[src/rtl/core/trc_pkg.sv]
// shared types, character codes and helpers for the text readability counter
package trc_pkg;

    localparam int COUNT_BITS  = 32;
    localparam int QUEUE_DEPTH = 2;
    localparam int QPTR_BITS   = 1;
    localparam int QCNT_BITS   = 2;

    localparam logic [7:0] CH_A     = 8'h61;
    localparam logic [7:0] CH_E     = 8'h65;
    localparam logic [7:0] CH_I     = 8'h69;
    localparam logic [7:0] CH_O     = 8'h6f;
    localparam logic [7:0] CH_U     = 8'h75;
    localparam logic [7:0] CH_Y     = 8'h79;
    localparam logic [7:0] CH_L     = 8'h6c;
    localparam logic [7:0] CH_DOT   = 8'h2e;
    localparam logic [7:0] CH_BANG  = 8'h21;
    localparam logic [7:0] CH_QUEST = 8'h3f;

    // one classified text byte as it travels from front to back
    typedef struct packed {
        logic       alnum;
        logic       vowel;
        logic       ender;
        logic       final_byte;
        logic [7:0] chr;
    } t_item;

    function automatic logic vowel_letter(input logic [7:0] c);
        return (c == CH_A) || (c == CH_E) || (c == CH_I) || (c == CH_O) ||
               (c == CH_U) || (c == CH_Y);
    endfunction

endpackage

[src/rtl/core/trc_front.sv]
// front end: classifies each incoming text byte
module trc_front (
    input  logic [7:0]     i_byte,
    input  logic           i_last,
    output trc_pkg::t_item o_item
);

    logic is_digit;
    logic is_upper;
    logic is_lower;
    logic [7:0] low_chr;

    always_comb begin
        is_digit = (i_byte >= 8'h30) && (i_byte <= 8'h39);
        is_upper = (i_byte >= 8'h41) && (i_byte <= 8'h5a);
        is_lower = (i_byte >= 8'h61) && (i_byte <= 8'h7a);
        low_chr  = is_upper ? (i_byte | 8'h20) : i_byte;

        o_item.alnum      = is_digit || is_upper || is_lower;
        o_item.vowel      = trc_pkg::vowel_letter(low_chr);
        o_item.ender      = (i_byte == trc_pkg::CH_DOT) || (i_byte == trc_pkg::CH_BANG) ||
                            (i_byte == trc_pkg::CH_QUEST);
        o_item.final_byte = i_last;
        o_item.chr        = low_chr;
    end

endmodule

[src/rtl/core/trc_queue.sv]
// short fifo between the classifier and the counting back end
module trc_queue (
    input  logic           i_clk,
    input  logic           i_rst_n,
    input  logic           i_wr_valid,
    output logic           o_wr_ready,
    input  trc_pkg::t_item i_wr_item,
    output logic           o_rd_valid,
    input  logic           i_rd_ready,
    output trc_pkg::t_item o_rd_item
);

    trc_pkg::t_item r_mem [trc_pkg::QUEUE_DEPTH];
    logic [trc_pkg::QPTR_BITS-1:0] r_wr_ptr;
    logic [trc_pkg::QPTR_BITS-1:0] r_rd_ptr;
    logic [trc_pkg::QCNT_BITS-1:0] r_count;
    logic push;
    logic pop;

    assign o_wr_ready = (r_count != trc_pkg::QCNT_BITS'(trc_pkg::QUEUE_DEPTH));
    assign o_rd_valid = (r_count != '0);
    assign o_rd_item  = r_mem[r_rd_ptr];
    assign push       = i_wr_valid && o_wr_ready;
    assign pop        = o_rd_valid && i_rd_ready;

    always_ff @(posedge i_clk) begin
        if (push) begin
            r_mem[r_wr_ptr] <= i_wr_item;
        end
    end

    always_ff @(posedge i_clk) begin
        if (!i_rst_n) begin
            r_wr_ptr <= '0;
            r_rd_ptr <= '0;
            r_count  <= '0;
        end else begin
            if (push) begin
                r_wr_ptr <= r_wr_ptr + 1'b1;
            end
            if (pop) begin
                r_rd_ptr <= r_rd_ptr + 1'b1;
            end
            if (push && !pop) begin
                r_count <= r_count + 1'b1;
            end else if (pop && !push) begin
                r_count <= r_count - 1'b1;
            end
        end
    end

endmodule

[src/rtl/core/trc_back.sv]
// back end: word and syllable tracking, saturating tallies and result register
module trc_back (
    input  logic           i_clk,
    input  logic           i_rst_n,
    input  logic           i_valid,
    output logic           o_ready,
    input  trc_pkg::t_item i_item,
    output logic           o_res_valid,
    input  logic           i_res_ready,
    output logic [127:0]   o_res_data
);

    localparam int CW = trc_pkg::COUNT_BITS;

    function automatic logic [CW-1:0] sat_add(input logic [CW-1:0] a, input logic [7:0] b);
        logic [CW:0] s;
        s = {1'b0, a} + (CW+1)'(b);
        return s[CW] ? {CW{1'b1}} : s[CW-1:0];
    endfunction

    function automatic logic [31:0] clamp32(input logic [CW-1:0] v);
        logic [63:0] w;
        w = 64'(v);
        return (w > 64'h0000_0000_ffff_ffff) ? 32'hffff_ffff : w[31:0];
    endfunction

    logic          r_in_word, n_in_word;
    logic          r_in_vowel, n_in_vowel;
    logic [1:0]    r_len, n_len;
    logic [7:0]    r_last, n_last;
    logic [7:0]    r_second, n_second;
    logic [7:0]    r_syl, n_syl;
    logic [CW-1:0] r_words, n_words;
    logic [CW-1:0] r_sents, n_sents;
    logic [CW-1:0] r_syls, n_syls;
    logic [CW-1:0] r_chars, n_chars;
    logic          r_out_valid, n_out_valid;
    logic [127:0]  r_out_data, n_out_data;

    logic          take;
    logic          start;
    logic          b_vowel;
    logic [1:0]    b_len;
    logic [7:0]    b_last;
    logic [7:0]    b_syl;
    logic          w_inside;
    logic          w_vowel;
    logic [1:0]    w_len;
    logic [7:0]    w_last;
    logic [7:0]    w_second;
    logic [7:0]    w_syl;
    logic          finish;
    logic          silent_e;
    logic [7:0]    word_n;
    logic [CW-1:0] upd_words;
    logic [CW-1:0] upd_sents;
    logic [CW-1:0] upd_syls;
    logic [CW-1:0] upd_chars;
    logic [CW-1:0] sents_min1;

    // non-final items never wait on the result register
    assign o_ready     = !i_item.final_byte || !r_out_valid || i_res_ready;
    assign take        = i_valid && o_ready;
    assign o_res_valid = r_out_valid;
    assign o_res_data  = r_out_data;

    always_comb begin
        start   = i_item.alnum && !r_in_word;
        b_vowel = start ? 1'b0 : r_in_vowel;
        b_len   = start ? 2'd0 : r_len;
        b_last  = start ? 8'd0 : r_last;
        b_syl   = start ? 8'd0 : r_syl;

        if (i_item.alnum) begin
            w_inside = 1'b1;
            w_vowel  = i_item.vowel;
            w_len    = (b_len == 2'd3) ? 2'd3 : b_len + 2'd1;
            w_last   = i_item.chr;
            w_second = b_last;
            w_syl    = (i_item.vowel && !b_vowel && (b_syl != 8'hff)) ? b_syl + 8'd1 : b_syl;
        end else begin
            w_inside = r_in_word;
            w_vowel  = r_in_vowel;
            w_len    = r_len;
            w_last   = r_last;
            w_second = r_second;
            w_syl    = r_syl;
        end

        // word ends on a separator, or on the final byte of the text
        finish   = w_inside && (!i_item.alnum || i_item.final_byte);
        silent_e = (w_len == 2'd3) && (w_last == trc_pkg::CH_E) &&
                   !trc_pkg::vowel_letter(w_second) && (w_second != trc_pkg::CH_L) &&
                   (w_syl != 8'd0);
        word_n   = silent_e ? w_syl - 8'd1 : w_syl;
        if (word_n == 8'd0) begin
            word_n = 8'd1;
        end

        upd_words  = start ? sat_add(r_words, 8'd1) : r_words;
        upd_sents  = (!i_item.alnum && i_item.ender) ? sat_add(r_sents, 8'd1) : r_sents;
        upd_syls   = finish ? sat_add(r_syls, word_n) : r_syls;
        upd_chars  = sat_add(r_chars, 8'd1);
        sents_min1 = (upd_sents == '0) ? CW'(1) : upd_sents;

        n_in_word   = r_in_word;
        n_in_vowel  = r_in_vowel;
        n_len       = r_len;
        n_last      = r_last;
        n_second    = r_second;
        n_syl       = r_syl;
        n_words     = r_words;
        n_sents     = r_sents;
        n_syls      = r_syls;
        n_chars     = r_chars;
        n_out_valid = r_out_valid && !i_res_ready;
        n_out_data  = r_out_data;

        if (take) begin
            if (i_item.final_byte) begin
                n_in_word   = 1'b0;
                n_in_vowel  = 1'b0;
                n_len       = 2'd0;
                n_last      = 8'd0;
                n_second    = 8'd0;
                n_syl       = 8'd0;
                n_words     = '0;
                n_sents     = '0;
                n_syls      = '0;
                n_chars     = '0;
                n_out_valid = 1'b1;
                n_out_data  = {clamp32(upd_chars), clamp32(upd_syls),
                               clamp32(sents_min1), clamp32(upd_words)};
            end else begin
                n_in_word   = finish ? 1'b0 : w_inside;
                n_in_vowel  = finish ? 1'b0 : w_vowel;
                n_len       = w_len;
                n_last      = w_last;
                n_second    = w_second;
                n_syl       = w_syl;
                n_words     = upd_words;
                n_sents     = upd_sents;
                n_syls      = upd_syls;
                n_chars     = upd_chars;
            end
        end
    end

    always_ff @(posedge i_clk) begin
        r_out_data <= n_out_data;
    end

    always_ff @(posedge i_clk) begin
        if (!i_rst_n) begin
            r_in_word   <= 1'b0;
            r_in_vowel  <= 1'b0;
            r_len       <= 2'd0;
            r_last      <= 8'd0;
            r_second    <= 8'd0;
            r_syl       <= 8'd0;
            r_words     <= '0;
            r_sents     <= '0;
            r_syls      <= '0;
            r_chars     <= '0;
            r_out_valid <= 1'b0;
        end else begin
            r_in_word   <= n_in_word;
            r_in_vowel  <= n_in_vowel;
            r_len       <= n_len;
            r_last      <= n_last;
            r_second    <= n_second;
            r_syl       <= n_syl;
            r_words     <= n_words;
            r_sents     <= n_sents;
            r_syls      <= n_syls;
            r_chars     <= n_chars;
            r_out_valid <= n_out_valid;
        end
    end

endmodule

[src/rtl/core/text_readability_counter.sv]
// Text readability counter: takes one text byte per item on the slave stream, with tlast on
// the final byte, and counts words (alphanumeric runs), syllables (vowel runs per word, with
// a silent final e rule and at least one per word), sentence enders and characters. On the
// final byte one result item carries the four saturating totals, and the counters clear.
// A byte is accepted every cycle while the queue has room: the classifier feeds a two-entry
// queue and the back end updates word state and all tallies as it takes each item, so
// throughput is one item per clock while nothing stalls. Results sit in an output register,
// so bytes of the next text keep flowing while a result waits; only a final byte stalls behind
// an untaken result. A final byte passes through the queue and then the result register.
module text_readability_counter (
    input  logic         i_clk,
    input  logic         i_rst_n,
    input  logic         i_s_axis_tvalid,
    output logic         o_s_axis_tready,
    input  logic [7:0]   i_s_axis_tdata,   // [7:0] text_byte
    input  logic         i_s_axis_tlast,   // end_of_text
    output logic         o_m_axis_tvalid,
    input  logic         i_m_axis_tready,
    output logic [127:0] o_m_axis_tdata    // words_total, sentences_total,
                                           // syllables_total, chars_total
);

    trc_pkg::t_item front_item;
    trc_pkg::t_item head_item;
    logic           head_valid;
    logic           head_ready;

    trc_front u_front (
        .i_byte (i_s_axis_tdata),
        .i_last (i_s_axis_tlast),
        .o_item (front_item)
    );

    trc_queue u_queue (
        .i_clk      (i_clk),
        .i_rst_n    (i_rst_n),
        .i_wr_valid (i_s_axis_tvalid),
        .o_wr_ready (o_s_axis_tready),
        .i_wr_item  (front_item),
        .o_rd_valid (head_valid),
        .i_rd_ready (head_ready),
        .o_rd_item  (head_item)
    );

    trc_back u_back (
        .i_clk       (i_clk),
        .i_rst_n     (i_rst_n),
        .i_valid     (head_valid),
        .o_ready     (head_ready),
        .i_item      (head_item),
        .o_res_valid (o_m_axis_tvalid),
        .i_res_ready (i_m_axis_tready),
        .o_res_data  (o_m_axis_tdata)
    );

endmodule

[config.mk]
export PLATFORM = sky130hd
export DESIGN_NAME = text_readability_counter
export DESIGN_NICKNAME = d
export VERILOG_FILES = /design/src/rtl/core/trc_pkg.sv /design/src/rtl/core/trc_front.sv /design/src/rtl/core/trc_queue.sv /design/src/rtl/core/trc_back.sv /design/src/rtl/core/text_readability_counter.sv
export SDC_FILE = /design/constraint.sdc
export NUM_CORES = 1
export LEC_CHECK = 0
export ABC_AREA = 1
export BUFFER_PORTS_ARGS = -buffer_cell sky130_fd_sc_hd__buf_2
export CAP_MARGIN = 20
export CORE_MARGIN = 2
export CORE_UTILIZATION = 60
export DETAILED_ROUTE_END_ITERATION = 10
export PLACE_DENSITY_LB_ADDON = 0.1
export SETUP_SLACK_MARGIN = 0.15
export SYNTH_ARGS = -nofsm -noshare
export SYNTH_HDL_FRONTEND = slang
export SYNTH_SLANG_ARGS = --single-unit
[constraint.sdc]
create_clock -name i_clk -period 6.99 [get_ports i_clk]
set_clock_uncertainty 0.1 [all_clocks]
set_input_delay 1.0485 -clock i_clk [delete_from_list [all_inputs] [get_ports i_clk]]
set_output_delay 1.0485 -clock i_clk [all_outputs]
set_load 0.02 [all_outputs]
==> impl_metrics.env <==
export IMPL_cts_sinks=314
export IMPL_dp_hpwl_mm=24.6
export IMPL_antenna_left=0
export IMPL_endpoint_kind="flop"
export IMPL_max_stage_delay_ns=0.73
export IMPL_clock_path_buffers=3
export IMPL_clock_fmax_mhz=160
export IMPL_cap_violations=0
export IMPL_layout_commonest_cell="nand2_1"
export IMPL_ys_ff_latch=314
export IMPL_ys_types=58
export IMPL_grt_first_pass_wirelength_mm=61.6
export IMPL_wl_met1_mm=16.4
export IMPL_startpoint_type="flop"
export IMPL_grt_ovfl_total=0
export IMPL_peakVddDrop_mv=0.305
export IMPL_async_reset_ff_frac=0
export IMPL_die_w_microns=167
export IMPL_status="complete, no violations"
export IMPL_setup_viol=0
export IMPL_numCtsBuffers=31
export IMPL_postLayoutCellArea_sq_um=17700
export IMPL_cts_tree="done"
export IMPL_synth_cells=2005
export IMPL_first_pass_iters=5
export IMPL_drc=0
export IMPL_clockRootBuffer="clkbuf_16"
export IMPL_setup_slack_ns=0.757
export IMPL_slew_headroom=0.262
export IMPL_clk_latency_ns=0.57
export IMPL_cpMostUsedCell="nand2_1"
export IMPL_syn2layout_area_growth_pct=11.6
export IMPL_antenna_found_initial=0
export IMPL_num_fill_cells=2187
export IMPL_powerDensity_nw_per_um2=341
export IMPL_avgRoutedWirePerCell_microns=14.9
export IMPL_clk_pin_slew_ns=0.06
export IMPL_min_path_type="flop to flop"
export IMPL_met2_length_mm=18.0
export IMPL_finalNonFillerCells=2480
export IMPL_worst_setup_path_type="flop to flop"
export IMPL_fin_hold_ws_ns=0.355
export IMPL_syn_area_sq_um=15900
export IMPL_synthFlopType="dfxtp_1"
export IMPL_fin_setup_tns_ns=0
export IMPL_synth_fp_nets=2033
export IMPL_grt_usage=0.261
export IMPL_wl_mm=37.0
export IMPL_initial_core_util=0.610
export IMPL_fin_crit_sh=0.892
export IMPL_core_sq_um=26100
export IMPL_rsz0062_at_grt="no"
export IMPL_drtIter0Drc=1307
export IMPL_most_common_layout_cells="598 x nand2_1, 199 x a21oi_1, 181 x inv_1"
export IMPL_synth_warnings=0
export IMPL_arrival_ns=6.53
export IMPL_dieArea_sq_um=27800
export IMPL_synth_edf_count=152
export IMPL_vias_per_cell=5.53
export IMPL_wl_met3_mm=1.81
export IMPL_crit_required_ns=7.29
export IMPL_highest_layer="met4"
export IMPL_cp_slowest_cell="a31oi_1"
export IMPL_die_h_microns=167
export IMPL_ys_seq_area_frac=0.491
export IMPL_pre_cts_slack_ns=0.476
export IMPL_antenna_cells=0
export IMPL_avgSynthCellArea_sq_um=7.92
export IMPL_worst_pin_slew_ns=1.10
export IMPL_drive_gt1_frac=0.136
export IMPL_crit_fanout=19
export IMPL_top_level_ports=143
export IMPL_io_buffers=142
export IMPL_num_vias=13716
export IMPL_slew_violations=0
export IMPL_num_nets_final=2148
export IMPL_grt_max_degree=94
export IMPL_post_dp_cell_area_sq_um=16700
export IMPL_finalHoldViolations=0
export IMPL_rows=59
export IMPL_grt_pass1_vias=12904
export IMPL_dp_cells=2418
export IMPL_gp_congestion=0.886
export IMPL_min_period_ns=6.23
export IMPL_htreeDepth=1
export IMPL_p_leak_nw=6.98
-- path summary, 6_finish.rpt --
kind | from | slack, ns | endpoint | depth (start not counted)
max | u_back.r_in_word | 0.76 | u_back.r_syls[1] | 35
min | u_queue.r_rd_ptr | 0.35 | flop | 1
max reg2reg | u_back.r_in_word | 0.76 | u_back.r_syls[1] | 35
min reg2reg | u_queue.r_rd_ptr | 0.35 | flop | 1
-- cell families after synthesis --
family,count (synthesis),share of synthesized area
and+or+nand+nor,1047,0.294
buffers and inverters,262,0.0677
xor gates and xnor gates,56,0.0313
DFF,314,0.491
adders and majority gates,15,0.0123
AOI/OAI and AO/OA,311,0.103
-- repair_timing --
| item | 4_1_cts | 5_1_grt |
|---|---|---|
| setup buffers | 0 | 2 |
| hold endpoints to repair | 0 | 0 |
| hold buffers | 0 | 0 |
| gates resized for setup | 0 | 4 |
| setup endpoints to repair | 0 | 58 |
-- flip-flops by register name, indices dropped and copies added (netlist names), 8 cells and up, named ones only --
name and cells:
u_back.o_res_data 128, u_back.r_chars 32, u_back.r_last 8, u_back.r_second 8, u_back.r_sents 32, u_back.r_syl 8, u_back.r_syls 32, u_back.r_words 32
u_queue.r_mem 24
-- synthesized netlist by cell type, drive strengths merged (4+ instances only) --
library cell / instances / share of area
nor4: 23 / 0.010
inv: 191 / 0.045
ha: 14 / 0.011
nand3: 112 / 0.037
or2: 29 / 0.011
a21o: 4 / 0.0019
nand4: 49 / 0.020
nor3: 54 / 0.018
buf: 21 / 0.010
xor2: 36 / 0.020
o211ai: 4 / 0.0019
dfxtp: 162 / 0.20
a21oi: 202 / 0.065
o21ai: 81 / 0.026
a31oi: 7 / 0.0028
xnor2: 20 / 0.011
nand2: 618 / 0.15
nor2: 151 / 0.040
or3: 4 / 0.0019
clkbuf: 47 / 0.011
edfxtp: 152 / 0.29
-- per-stage QoR --
stage	utilization	total power [mW]
after floorplan	-	4.00
after global placement	0.642	4.47
after detailed placement	0.642	4.51
after CTS	0.678	6.06
after global routing	0.680	6.36
final	0.680	6.04
-- power by group --
group / switching (mW) / internal, mW / leakage, nW / total, mW
clock network: 0.689 / 0.859 / 0.462 / 1.55
registers: 0.127 / 2.37 / 2.77 / 2.50
logic: 1.53 / 0.461 / 3.76 / 1.99
-- worst max-delay path: cells and delay by family (launching register included) --
family                     cells  cell delay (ns)
AOI/OAI and AO/OA              4             1.27
adders and majority gates      4             1.14
DFF                            1             0.49
and+or+nand+nor               22             2.35
buffers and inverters          5             0.67
-- metal layers --
metal	track usage	vias to the layer above
met1	0.347	6367
met3	0.0321	62
li1	-	6921
met5	0	-
met4	0.0735	0
met2	0.450	366
-- area by class of cell --
cell class / count / area, sq um / area share
Timing Repair Buffer: 152 / 810 / 0.0457
Inverter: 192 / 728 / 0.0411
Sequential cell: 314 / 7810 / 0.440
Clock inverter: 12 / 62.6 / 0.00353
Tap cell: 335 / 419 / 0.0236
Multi-Input combinational cell: 1429 / 7030 / 0.396
Clock buffer: 46 / 872 / 0.0492
Note: power is estimated with default switching activity, not from simulation.
